--- src/rtl/kce_pkg.sv ---
// ----------------------------------------------------------------------------
// kce_pkg
// Shared types, result codes, reset values and the key table for the keypad
// code entry block.
// ----------------------------------------------------------------------------
`timescale 1ns / 1ps

package kce_pkg;

    typedef logic [2:0] t_status;

    localparam t_status ST_NONE    = 3'd0;
    localparam t_status ST_HELD    = 3'd1;
    localparam t_status ST_DIGIT   = 3'd2;
    localparam t_status ST_CLEAR   = 3'd3;
    localparam t_status ST_ILLEGAL = 3'd4;
    localparam t_status ST_FULL    = 3'd5;

    localparam int CODE_DIGITS_DEF = 4;
    localparam int CODE_REG_DIGITS = 4;

    localparam logic [15:0] ACCESS_CODE_RESET = 16'h4321;
    localparam logic [7:0]  HOLDOFF_RESET     = 8'd10;
    localparam logic [7:0]  HOLD_COUNT_RESET  = 8'd1;
    localparam logic [7:0]  HOLD_COUNT_MAX    = 8'hFF;

    localparam logic [3:0]  KEY_CLEAR       = 4'hC;
    localparam logic [3:0]  KEY_DIGIT_LIMIT = 4'd10;

    localparam logic CFG_ACCESS_CODE = 1'b0;
    localparam logic CFG_HOLDOFF     = 1'b1;

    // Control handed to every digit cell in a cycle.
    typedef struct packed {
        logic       append;
        logic       clear;
        logic [3:0] key;
    } t_cell_ctl;

    // Key value at matrix position 4*row + col (row and column from zero).
    function automatic logic [3:0] key_lookup(input logic [3:0] pos);
        logic [3:0] v;
        unique case (pos)
            4'd0:    v = 4'h1;
            4'd1:    v = 4'h2;
            4'd2:    v = 4'h3;
            4'd3:    v = 4'hA;
            4'd4:    v = 4'h4;
            4'd5:    v = 4'h5;
            4'd6:    v = 4'h6;
            4'd7:    v = 4'hB;
            4'd8:    v = 4'h7;
            4'd9:    v = 4'h8;
            4'd10:   v = 4'h9;
            4'd11:   v = 4'hC;
            4'd12:   v = 4'hD;
            4'd13:   v = 4'h0;
            4'd14:   v = 4'hE;
            default: v = 4'hF;
        endcase
        return v;
    endfunction

endpackage

--- src/rtl/kce_key_scan.sv ---
// ----------------------------------------------------------------------------
// kce_key_scan
// Picks the first active row and the highest column in it, and maps that
// position through the key table.
// ----------------------------------------------------------------------------
`timescale 1ns / 1ps

module kce_key_scan (
    input  logic [15:0] i_matrix,
    output logic        o_pressed,
    output logic [3:0]  o_key
);
    import kce_pkg::*;

    logic [1:0] w_row;
    logic [1:0] w_col;
    logic [3:0] w_bits;

    always_comb begin
        w_row = 2'd0;
        priority if (i_matrix[3:0] != 4'd0) begin
            w_row = 2'd0;
        end else if (i_matrix[7:4] != 4'd0) begin
            w_row = 2'd1;
        end else if (i_matrix[11:8] != 4'd0) begin
            w_row = 2'd2;
        end else begin
            w_row = 2'd3;
        end
    end

    assign w_bits = i_matrix[{w_row, 2'b00} +: 4];

    always_comb begin
        priority if (w_bits[3]) begin
            w_col = 2'd3;
        end else if (w_bits[2]) begin
            w_col = 2'd2;
        end else if (w_bits[1]) begin
            w_col = 2'd1;
        end else begin
            w_col = 2'd0;
        end
    end

    assign o_pressed = (i_matrix != 16'd0);
    assign o_key     = o_pressed ? key_lookup({w_row, w_col}) : 4'd0;

endmodule

--- src/rtl/kce_digit_cell.sv ---
// ----------------------------------------------------------------------------
// kce_digit_cell
// One entry of the digit store. It takes the key when the append points at
// it, clears on request, and extends the code match chain from its neighbor.
// ----------------------------------------------------------------------------
`timescale 1ns / 1ps

module kce_digit_cell #(
    parameter int CNT_W    = 3,
    parameter int CELL_IDX = 0
) (
    input  logic                 i_clk,
    input  logic                 i_rst_n,
    input  kce_pkg::t_cell_ctl   i_ctl,
    input  logic [CNT_W-1:0]     i_cnt,
    input  logic [3:0]           i_want,
    input  logic                 i_match,
    output logic                 o_match
);
    import kce_pkg::*;

    logic [3:0] r_digit;
    logic [3:0] n_digit;

    always_comb begin
        n_digit = r_digit;
        if (i_ctl.clear) begin
            n_digit = 4'd0;
        end else if (i_ctl.append && (i_cnt == CNT_W'(CELL_IDX))) begin
            n_digit = i_ctl.key;
        end
    end

    always_ff @(posedge i_clk) begin
        if (!i_rst_n) begin
            r_digit <= 4'd0;
        end else begin
            r_digit <= n_digit;
        end
    end

    // The match is taken on the state after this transaction.
    assign o_match = i_match & (n_digit == i_want);

endmodule

--- src/rtl/keypad_code_entry.sv ---
// ----------------------------------------------------------------------------
// keypad_code_entry
// Keypad code lock front end. Every transaction on the input channel is one
// poll of the 4x4 key matrix and yields exactly one result,
// held in an output register; a new poll is taken in every cycle unless that
// register holds a result the receiver is stalling. The digit store is a
// chain of CODE_DIGITS cells, and the code match ripples through that chain
// in the same cycle, so the chain length sets the logic depth. Configuration
// writes take effect on the next poll.
// ----------------------------------------------------------------------------
`timescale 1ns / 1ps

module keypad_code_entry #(
    parameter int CODE_DIGITS = kce_pkg::CODE_DIGITS_DEF
) (
    input  logic              i_clk,
    input  logic              i_rst_n,
    input  logic              i_cfg_we,
    input  logic              i_cfg_index,
    input  logic [15:0]       i_cfg_data,
    input  logic              i_in_valid,
    output logic              o_in_stall,
    input  logic [15:0]       i_key_matrix,
    output logic              o_out_valid,
    input  logic              i_out_stall,
    output kce_pkg::t_status  o_status,
    output logic [3:0]        o_key_value,
    output logic [2:0]        o_digit_count,
    output logic              o_code_match
);
    import kce_pkg::*;

    localparam int CNT_W = $clog2(CODE_DIGITS + 1);

    logic [15:0]      r_access_code;
    logic [7:0]       r_holdoff;
    logic [CNT_W-1:0] r_cnt;
    logic [CNT_W-1:0] n_cnt;
    logic [7:0]       r_hold;
    logic [7:0]       n_hold;
    logic             r_out_valid;
    t_status          r_status;
    logic [3:0]       r_key;
    logic [2:0]       r_count_out;
    logic             r_match;

    logic             w_take;
    logic             w_pressed;
    logic [3:0]       w_key;
    logic             w_full;
    t_status          w_status;
    t_cell_ctl        w_ctl;
    logic [CODE_DIGITS:0] w_match;
    logic [CNT_W+2:0] w_cnt_ext;

    assign o_in_stall = r_out_valid & i_out_stall;
    assign w_take     = i_in_valid & ~o_in_stall;

    always_ff @(posedge i_clk) begin
        if (!i_rst_n) begin
            r_access_code <= ACCESS_CODE_RESET;
            r_holdoff     <= HOLDOFF_RESET;
        end else if (i_cfg_we) begin
            unique case (i_cfg_index)
                CFG_ACCESS_CODE: r_access_code <= i_cfg_data;
                CFG_HOLDOFF:     r_holdoff     <= i_cfg_data[7:0];
            endcase
        end
    end

    kce_key_scan u_scan (
        .i_matrix  (i_key_matrix),
        .o_pressed (w_pressed),
        .o_key     (w_key)
    );

    assign w_full = (r_cnt >= CNT_W'(CODE_DIGITS));

    always_comb begin
        w_status    = ST_NONE;
        n_cnt       = r_cnt;
        n_hold      = r_hold;
        w_ctl.append = 1'b0;
        w_ctl.clear  = 1'b0;
        w_ctl.key    = w_key;
        priority if (!w_pressed) begin
            w_status = ST_NONE;
            if ((r_hold <= r_holdoff) && (r_hold != HOLD_COUNT_MAX)) begin
                n_hold = r_hold + 8'd1;
            end
        end else if (w_full) begin
            w_status = ST_FULL;
        end else if (r_hold < r_holdoff) begin
            w_status = ST_HELD;
        end else begin
            n_hold = 8'd0;
            priority if (w_key == KEY_CLEAR) begin
                w_status    = ST_CLEAR;
                w_ctl.clear = w_take;
                n_cnt       = '0;
            end else if (w_key >= KEY_DIGIT_LIMIT) begin
                w_status = ST_ILLEGAL;
            end else begin
                w_status     = ST_DIGIT;
                w_ctl.append = w_take;
                n_cnt        = r_cnt + CNT_W'(1);
            end
        end
    end

    assign w_match[0] = 1'b1;

    genvar gi;
    generate
        for (gi = 0; gi < CODE_DIGITS; gi++) begin : g_cell
            logic [3:0] w_want;
            if (gi < CODE_REG_DIGITS) begin : g_code
                assign w_want = r_access_code[4*gi +: 4];
            end else begin : g_zero
                // The code register only holds the first four digits.
                assign w_want = 4'd0;
            end
            kce_digit_cell #(
                .CNT_W    (CNT_W),
                .CELL_IDX (gi)
            ) u_cell (
                .i_clk   (i_clk),
                .i_rst_n (i_rst_n),
                .i_ctl   (w_ctl),
                .i_cnt   (r_cnt),
                .i_want  (w_want),
                .i_match (w_match[gi]),
                .o_match (w_match[gi+1])
            );
        end
    endgenerate

    assign w_cnt_ext = {3'b000, n_cnt};

    always_ff @(posedge i_clk) begin
        if (!i_rst_n) begin
            r_cnt       <= '0;
            r_hold      <= HOLD_COUNT_RESET;
            r_out_valid <= 1'b0;
        end else begin
            if (w_take) begin
                r_cnt  <= n_cnt;
                r_hold <= n_hold;
            end
            r_out_valid <= w_take | (r_out_valid & i_out_stall);
        end
    end

    always_ff @(posedge i_clk) begin
        if (w_take) begin
            r_status    <= w_status;
            r_key       <= w_key;
            r_count_out <= w_cnt_ext[2:0];
            r_match     <= w_match[CODE_DIGITS];
        end
    end

    assign o_out_valid   = r_out_valid;
    assign o_status      = r_status;
    assign o_key_value   = r_key;
    assign o_digit_count = r_count_out;
    assign o_code_match  = r_match;

    a_cnt_range: assert property (@(posedge i_clk) disable iff (!i_rst_n)
        r_cnt <= CNT_W'(CODE_DIGITS))
        else $error("digit count exceeds store depth");

    a_digit_inc: assert property (@(posedge i_clk) disable iff (!i_rst_n)
        w_take && (w_status == ST_DIGIT) |=> r_cnt == $past(r_cnt) + CNT_W'(1))
        else $error("digit added without count increment");

    a_full_keeps: assert property (@(posedge i_clk) disable iff (!i_rst_n)
        w_take && (w_status == ST_FULL) |=> $stable(r_hold) && $stable(r_cnt))
        else $error("full store changed state");

    a_accept_zero: assert property (@(posedge i_clk) disable iff (!i_rst_n)
        w_take && ((w_status == ST_DIGIT) || (w_status == ST_CLEAR) ||
                   (w_status == ST_ILLEGAL)) |=> r_hold == 8'd0)
        else $error("accepted press left hold-off counter running");

    a_none_key: assert property (@(posedge i_clk) disable iff (!i_rst_n)
        o_out_valid && (o_status == ST_NONE) |-> o_key_value == 4'd0)
        else $error("idle poll reported a key value");

endmodule
--- config.mk ---
export PLATFORM = sky130hd
export DESIGN_NAME = keypad_code_entry
export DESIGN_NICKNAME = d
export VERILOG_FILES = /design/src/rtl/kce_pkg.sv /design/src/rtl/kce_key_scan.sv /design/src/rtl/kce_digit_cell.sv /design/src/rtl/keypad_code_entry.sv
export SDC_FILE = /design/constraint.sdc
export NUM_CORES = 1
export LEC_CHECK = 0
export BUFFER_PORTS_ARGS = -buffer_cell sky130_fd_sc_hd__buf_4
export CORE_MARGIN = 2
export CORE_UTILIZATION = 47
export CTS_CLUSTER_SIZE = 12
export DETAILED_ROUTE_END_ITERATION = 10
export PLACE_DENSITY_LB_ADDON = 0.12
export SYNTH_ARGS = -nofsm -noshare
export SYNTH_HDL_FRONTEND = slang
export SYNTH_SLANG_ARGS = --single-unit
--- constraint.sdc ---
create_clock -name i_clk -period 5.4 [get_ports i_clk]
set_clock_uncertainty 0.05 [all_clocks]
set_input_delay 0.81 -clock i_clk [delete_from_list [all_inputs] [get_ports i_clk]]
set_output_delay 0.81 -clock i_clk [all_outputs]
set_load 0.01 [all_outputs]
==> qor.txt, run 1 <==
Post-synth ARST share: 0%
post-synthesis sequential area ratio: 35.7%
cts bufs inserted: 9
largest area contributor in the netlist: dfxtp_1
input/output buffers: 50
Final period util: 86.5%
Most used DFF post-synth: dfxtp_1
grt ovf: 0
synthesis-to-finish area growth: 17.0%
ranking of synthesized cells by area: dfxtp_1, edfxtp_1, nand2_1
first-pass GRT wire length: 15.4 mm
Final min period: 4.67 ns
Pwr Density: 236 mW/mm²
Routed WL: 9.41 mm
Slew headroom: 34.0%
number of global-route vias before repair: 3270
Pint: 0.000788 W
fraction of layout cells with a size suffix above 1: 19.8%
Clk pwr share: 39.3%
DR vias: 3478
final net count: 540
Initial Util: 49.2%
number of DRC markers in iteration 0: 329
clock latency on the worst-skew pair: 0.34 ns
syn_area_per_cell: 8.74 µm²
switching pwr: 0.000272 W
setup TNS: 0 ns
DRC violations left: 0
antenna viol nets, final: 0
Sw Share: 25.7%
TritonCTS clock tree: yes
Root Buffer Master: clkbuf_8
Post-synth top cells: nand2_1, dfxtp_1, nor2_1
drt first pass iters: 6
fin. max-slew vios: 0
Fmax: 214 MHz
Cells after Synth: 439
CP arrival: 4.77 ns
Synth Net Count: 493
crit path max fanout: 6
Die H: 94.4 µm
top cell type's share of synthesized area: 27.1%
Slew @ Worst Pin: 0.988 ns
total chip power: 0.00106 W
# H-tree levels: 3
largest net degree at the start of global routing: 37
Longest Clk Path Bufs: 2
Clk pin slew, worst setup/hold paths: 0.07 ns
I/O pins: 51
CTS Sinks: 63
register bit total from synthesis: 63
share of power burned in registers: 47.6%
Setup Fix Bufs, Post-CTS: 0
CP Capture Type: flop
# Max-Cap Violations: 0
Post-synth EDFFs: 11
Max VDD drop: 195 µV
initial antenna violation count: 0
post-CTS sizing: 0
cell leakage power: 1.79 nW
Crit path required time: 5.49 ns
most frequent cell after synthesis: nand2_1
Core Area: 0.00781 mm²
cell area after synthesis: 0.00384 mm²
RSZ-0062 raised after global routing: false
number of antenna diodes: 0
placement row count: 32
Routed WL per cell: 15.9 µm
Crit Path Class: in -> reg
Overall Global Routing Usage: 21.9%
# setup viols final: 0
outcome: complete, no violations
die footprint: 0.00891 mm²
Fin. Hold Viols: 0
Die X: 94.4 µm
CTS Hold Buffers Added: 0
Via density: 5.88
Final Wtd Congestion: 0.954
warnings from Yosys: 0
combinational cell fraction of total power: 13.1%
dpl hpwl: 7.11 mm
Yosys cell types: 74
Min-Delay Path Class: reg -> reg
Worst Setup Start Kind: input port
==> area by class of cell <==
cell class,instances,area [µm²]
Tap cell,102,128
Fill cell,742,3320
Clock buffer,12,155
Sequential cell,63,1370
Inverter,22,85.1
Timing Repair Buffer,52,390
Clock inverter,3,41.3
Multi-Input combinational cell,338,2320
==> logic make-up after synthesis <==
kind of cell               count (synthesis)  share of synthesized area [%]
DFF                                       63                           35.7
and+or+nand+nor                          197                           28.0
muxes                                     10                           3.26
buffers and inverters                     38                           3.81
adders and majority gates                 16                           5.22
xor gates and xnor gates                  12                           2.74
AOI/OAI and AO/OA                        103                           21.3
==> worst max-delay path, stage by stage <==
cell and delay, ns:
buf_4 0.12, or4_4 0.57, o2bb2ai_1 0.18, o22ai_1 0.39
inv_1 0.12, ha_1 0.30, inv_1 0.05, mux2i_1 0.30
a21oi_1 0.21, nor3_2 0.45, nand4_1 0.23, a21boi_0 0.19
and4_1 0.20, a211o_1 0.10, o2111ai_1 0.17, nor4bb_1 0.35
==> worst paths after layout <==
check,endpoint,cells after the start,slack (ns),startpoint
worst max-delay path,o_code_match,16,0.73,i_key_matrix[7]
worst min-delay path,r_holdoff[6],2,0.42,r_holdoff[6]
worst max register to register,o_code_match,12,1.84,r_holdoff[5]
worst min register to register,r_holdoff[6],2,0.42,r_holdoff[6]
==> power groups by stage <==
stage	clock network (W)	registers, W	logic [W]
global placement	0	0.000515	0.000136
finish	0.000416	0.000505	0.000139
CTS	0.000419	0.000505	0.000138
floorplan	0	0.000515	0.0000789
global route	0.000443	0.000507	0.000153
detailed placement	0	0.000516	0.000138
==> registers in the layout (all words and copies together), names as in the netlist <==
name                   flops
g_cell.u_cell.r_digit     16
r_access_code             16
r_hold                     8
r_holdoff                  8
o_key_value                4
o_digit_count              3
o_status                   3
r_cnt                      3
o_code_match               1
o_out_valid                1
==> cell usage in the layout, fill, tap and decap left out, types with 4 or more instances in the layout <==
cell type  count
nand2_1       75
dfxtp_1       52
buf_4         52
nor2_1        29
a21boi_0      22
inv_1         20
ha_1          16
nor3_1        15
nand3_1       13
o21ai_0       12
a21oi_1       12
clkbuf_8      11
edfxtp_1      11
xor2_1        10
nand4_1        9
mux2i_1        8
and3_1         7
o211ai_1       6
nor4b_1        5
and2_1         5
nand2b_1       5
nor2b_1        4
nor4_2         4
o31ai_1        4
a32oi_1        4
==> layer usage <==
metal,global-route usage (%),part of all wire (%),wire length (µm)
met1,29.2,46,4310
met2,36.6,47,4450
met3,3.59,5.1,476
met4,6.64,1.8,169
met5,0,0,0
==> per-stage QoR <==
| stage | setup WS [ns] | util, % | hold slack (ns) | cells | cell area [µm²] |
|---|---|---|---|---|---|
| 3_5_place_dp | 0.463 | 55.0 | 0.414 | 577 | 4300 |
| 3_3_place_gp | 0.601 | 55.0 | 0.404 | 577 | 4300 |
| 6_report | 0.727 | 57.5 | 0.422 | 592 | 4490 |
| 5_1_grt | 0.425 | 57.5 | 0.451 | 592 | 4490 |
| 4_1_cts | 0.811 | 57.5 | 0.424 | 592 | 4490 |
| 2_1_floorplan | 1.07 | - | 0.393 | 439 | 3840 |
No activity file was read; power rests on OpenSTA's default activity.
==> run 2: changes to the inputs <==
- ABC_AREA: unset -> 1
- clock period: 5.4 -> 4.2 ns (I/O delays scaled with it)
==> run 2 against run 1 <==
Final cell count is 14% higher. Power is 29% higher. Clock-buffer cell count is 1 higher. First-iteration DRC count is 49% lower. Design area is 2.8% lower. Die area is 2.7% lower. Core utilization is 0.76 points lower. Hold slack worse by 0.0013 ns. Non-clock buffer count stayed put. Sequential power is 28% higher. Sequential cell count stayed put. Largest power group unchanged. Highest routed layer unchanged.
==> qor.txt, run 2 <==
Worst Setup Start Kind: flop (was input port)
die footprint: 0.00866 mm² (was 0.00891 mm²)
Max VDD drop: 196 µV (was 195 µV)
Hold EP: r_access_code[1] (was r_holdoff[6])
synthesis-to-finish area growth: 17.0% (about the same)
most common cell after layout, fill and taps aside: nand2_1 (unchanged)
Top Registers: g_cell.u_cell.r_digit (16), r_access_code (16) (unchanged)
CP arrival: 3.60 ns (was 4.77 ns)
crit path max fanout: 30 (was 6)
Post-synth ARST share: 0% (unchanged)
# fillers: 765 (was 742)
ranking of synthesized cells by area: dfxtp_1, nand2_1, edfxtp_1 (was dfxtp_1, edfxtp_1, nand2_1)
Layout Cells excl Fill: 675 (was 592)
cts bufs inserted: 9 (unchanged)
Root Buffer Master: clkbuf_8 (unchanged)
cell area after synthesis: 0.00373 mm² (was 0.00384 mm²)
register bit total from synthesis: 63 (unchanged)
Setup Fix Bufs, Post-CTS: 0 (unchanged)
number of global-route vias before repair: 3205 (was 3270)
Reg area: 0.00137 mm² (unchanged)
largest net degree at the start of global routing: 31 (was 37)
setup TNS: 0 ns (unchanged)
CTS Sinks: 63 (unchanged)
Crit Path Class: reg -> reg (was in -> reg)
Core Area: 0.00769 mm² (was 0.00781 mm²)
area of the multi-input gates: 0.00192 mm² (was 0.00232 mm²)
Routed WL per cell: 12.3 µm (was 15.9 µm)
Slew @ Worst Pin: 0.942 ns (was 0.988 ns)
fraction of layout cells with a size suffix above 1: 18.8% (was 19.8%)
Slew headroom: 37.2% (was 34.0%)
Min-Delay Path Class: reg -> reg (unchanged)
reg-to-reg startpoint: r_hold[7] (was r_holdoff[5])
number of DRC markers in iteration 0: 168 (was 329)
# Max-Cap Violations: 0 (unchanged)
first-pass GRT wire length: 14.6 mm (was 15.4 mm)
Final period util: 82.0%
placement row count: 32 (unchanged)
TritonCTS clock tree: yes (unchanged)
initial antenna violation count: 0 (unchanged)
antenna viol nets, final: 0 (unchanged)
CP Capture Type: flop (unchanged)
placed cell count: 659 (was 577)
Clk pin slew, worst setup/hold paths: 0.07 ns (about the same)
Overall Global Routing Usage: 20.9% (was 21.9%)
Cells after Synth: 521 (was 439)
DRC violations left: 0 (unchanged)
RSZ-0062 raised after global routing: false (unchanged)
worst reg2reg path endpoint: o_code_match (unchanged)
# H-tree levels: 3 (unchanged)
Post-synth EDFFs: 11 (unchanged)
Pwr Density: 315 mW/mm² (was 236 mW/mm²)
outcome: complete, no violations (unchanged)
CTS Hold Buffers Added: 0 (unchanged)
number of antenna diodes: 0 (unchanged)
Synth Net Count: 575 (was 493)
fin. max-slew vios: 0 (unchanged)
post-CTS sizing: 0 (unchanged)
Initial Util: 48.5% (was 49.2%)
syn_area_per_cell: 7.16 µm² (was 8.74 µm²)
worst reg2reg setup slack: 0.75 ns (was 1.84 ns)
Most used DFF post-synth: dfxtp_1 (unchanged)
most frequent cell after synthesis: nand2_1 (unchanged)
Post-synth top cells: nand2_1, inv_1, dfxtp_1 (was nand2_1, dfxtp_1, nor2_1)
top cell type's share of synthesized area: 27.9% (was 27.1%)
Die X: 93.1 µm (was 94.4 µm)
input/output buffers: 50 (unchanged)
Yosys cell types: 32 (was 74)
R2R depth: 13 (was 12)
post-synthesis sequential area ratio: 36.8% (was 35.7%)
Die H: 93.1 µm (was 94.4 µm)
hold depth: 2 (unchanged)
Longest Clk Path Bufs: 2 (unchanged)
I/O pins: 51 (unchanged)
cell leakage power: 2.10 nW (was 1.79 nW)
# setup viols final: 0 (unchanged)
Fin. Hold Viols: 0 (unchanged)
most frequent cells in the layout: nand2_1, inv_1, dfxtp_1, buf_4, nor2_1 (was nand2_1, dfxtp_1, buf_4, nor2_1, a21boi_0)
final net count: 622 (was 540)
Final min period: 3.45 ns
dpl hpwl: 6.29 mm (was 7.11 mm)
hold_sp: r_access_code[1] (was r_holdoff[6])
Routed WL: 8.28 mm (was 9.41 mm)
Crit path required time: 4.35 ns (was 5.49 ns)
Final Wtd Congestion: 0.861 (was 0.954)
warnings from Yosys: 0 (unchanged)
drt first pass iters: 4 (was 6)
Fmax: 290 MHz
clock latency on the worst-skew pair: 0.33 ns (was 0.34 ns)
largest area contributor in the netlist: dfxtp_1 (unchanged)
Via density: 5.10 (was 5.88)
DR vias: 3444 (was 3478)
grt ovf: 0 (unchanged)
run 2: cells by family after synthesis:
family	after synthesis	share of synthesized area, %
adder cells (fa/ha/maj)	16	5.37
buffers and inverters	109	11.8
AND/OR/NAND/NOR	256	34.3
flip-flops	63	36.8
XOR/XNOR	1	0.235
AO/OA/AOI/OAI	76	11.5
run 2: final cells by class:
type | count | share of cell area (%)
clock buffers | 13 | 3.90
flip-flops and latches | 63 | 31.4
clock inverters | 3 | 0.917
multi-input cells | 349 | 43.9
repair buffers | 52 | 8.94
inverters | 93 | 8.00
well taps | 102 | 2.92
run 2: routing by layer:
metal / routed length [µm] / up-vias / track usage (%) / part of all wire [%]
met5: 0 / - / 0 / 0
met4: 70 / 0 / 6.13 / 0.85
met3: 463 / 8 / 4.27 / 5.6
met2: 3700 / 81 / 33.1 / 45
met1: 4050 / 1561 / 28.8 / 49
li1: - / 1794 / - / -
run 2: worst max path at each step:
| stage | start | end | slack, ns | cells after the start |
|---|---|---|---|---|
| floorplan | i_key_matrix[0] | o_code_match | 1.05 | 25 |
| global placement | i_key_matrix[2] | o_code_match | 0.50 | 25 |
| detailed placement | i_key_matrix[0] | o_code_match | 0.49 | 25 |
| CTS | r_hold[7] | o_code_match | 0.81 | 13 |
| global route | r_hold[7] | o_code_match | 0.36 | 13 |
| finish | r_hold[7] | o_code_match | 0.75 | 13 |
run 2: per-stage QoR:
step                      hold slack [ns]  worst slack [ns]  power (W)  util [%]  cell area [µm²]
after floorplan                     0.385              1.05   0.000773         -             3730
after global placement              0.409             0.498   0.000834      54.0             4150
after detailed placement            0.411             0.493   0.000837      54.0             4150
after CTS                           0.421             0.807    0.00139      56.8             4360
after global routing                0.445             0.360    0.00144      56.8             4360
final                               0.420             0.754    0.00137      56.8             4360
run 2: worst max-delay path, stage by stage (launching register included):
cell and delay (ns):
dfxtp_1 0.35, ha_1 0.32, nand2_1 0.06, o211ai_1 0.47, nand3_1 0.20, nor2_2 0.76, nand2_4 0.40, nand3_1 0.23
nand2_1 0.07, nand2_1 0.07, nand2_1 0.06, nor2_1 0.10, nand2_1 0.06, nor2_1 0.10
run 2: power breakdown:
group	switching (W)	internal, W
Combinational	0.000107	0.0000687
Sequential	0.00000939	0.000639
Clock	0.000224	0.000325
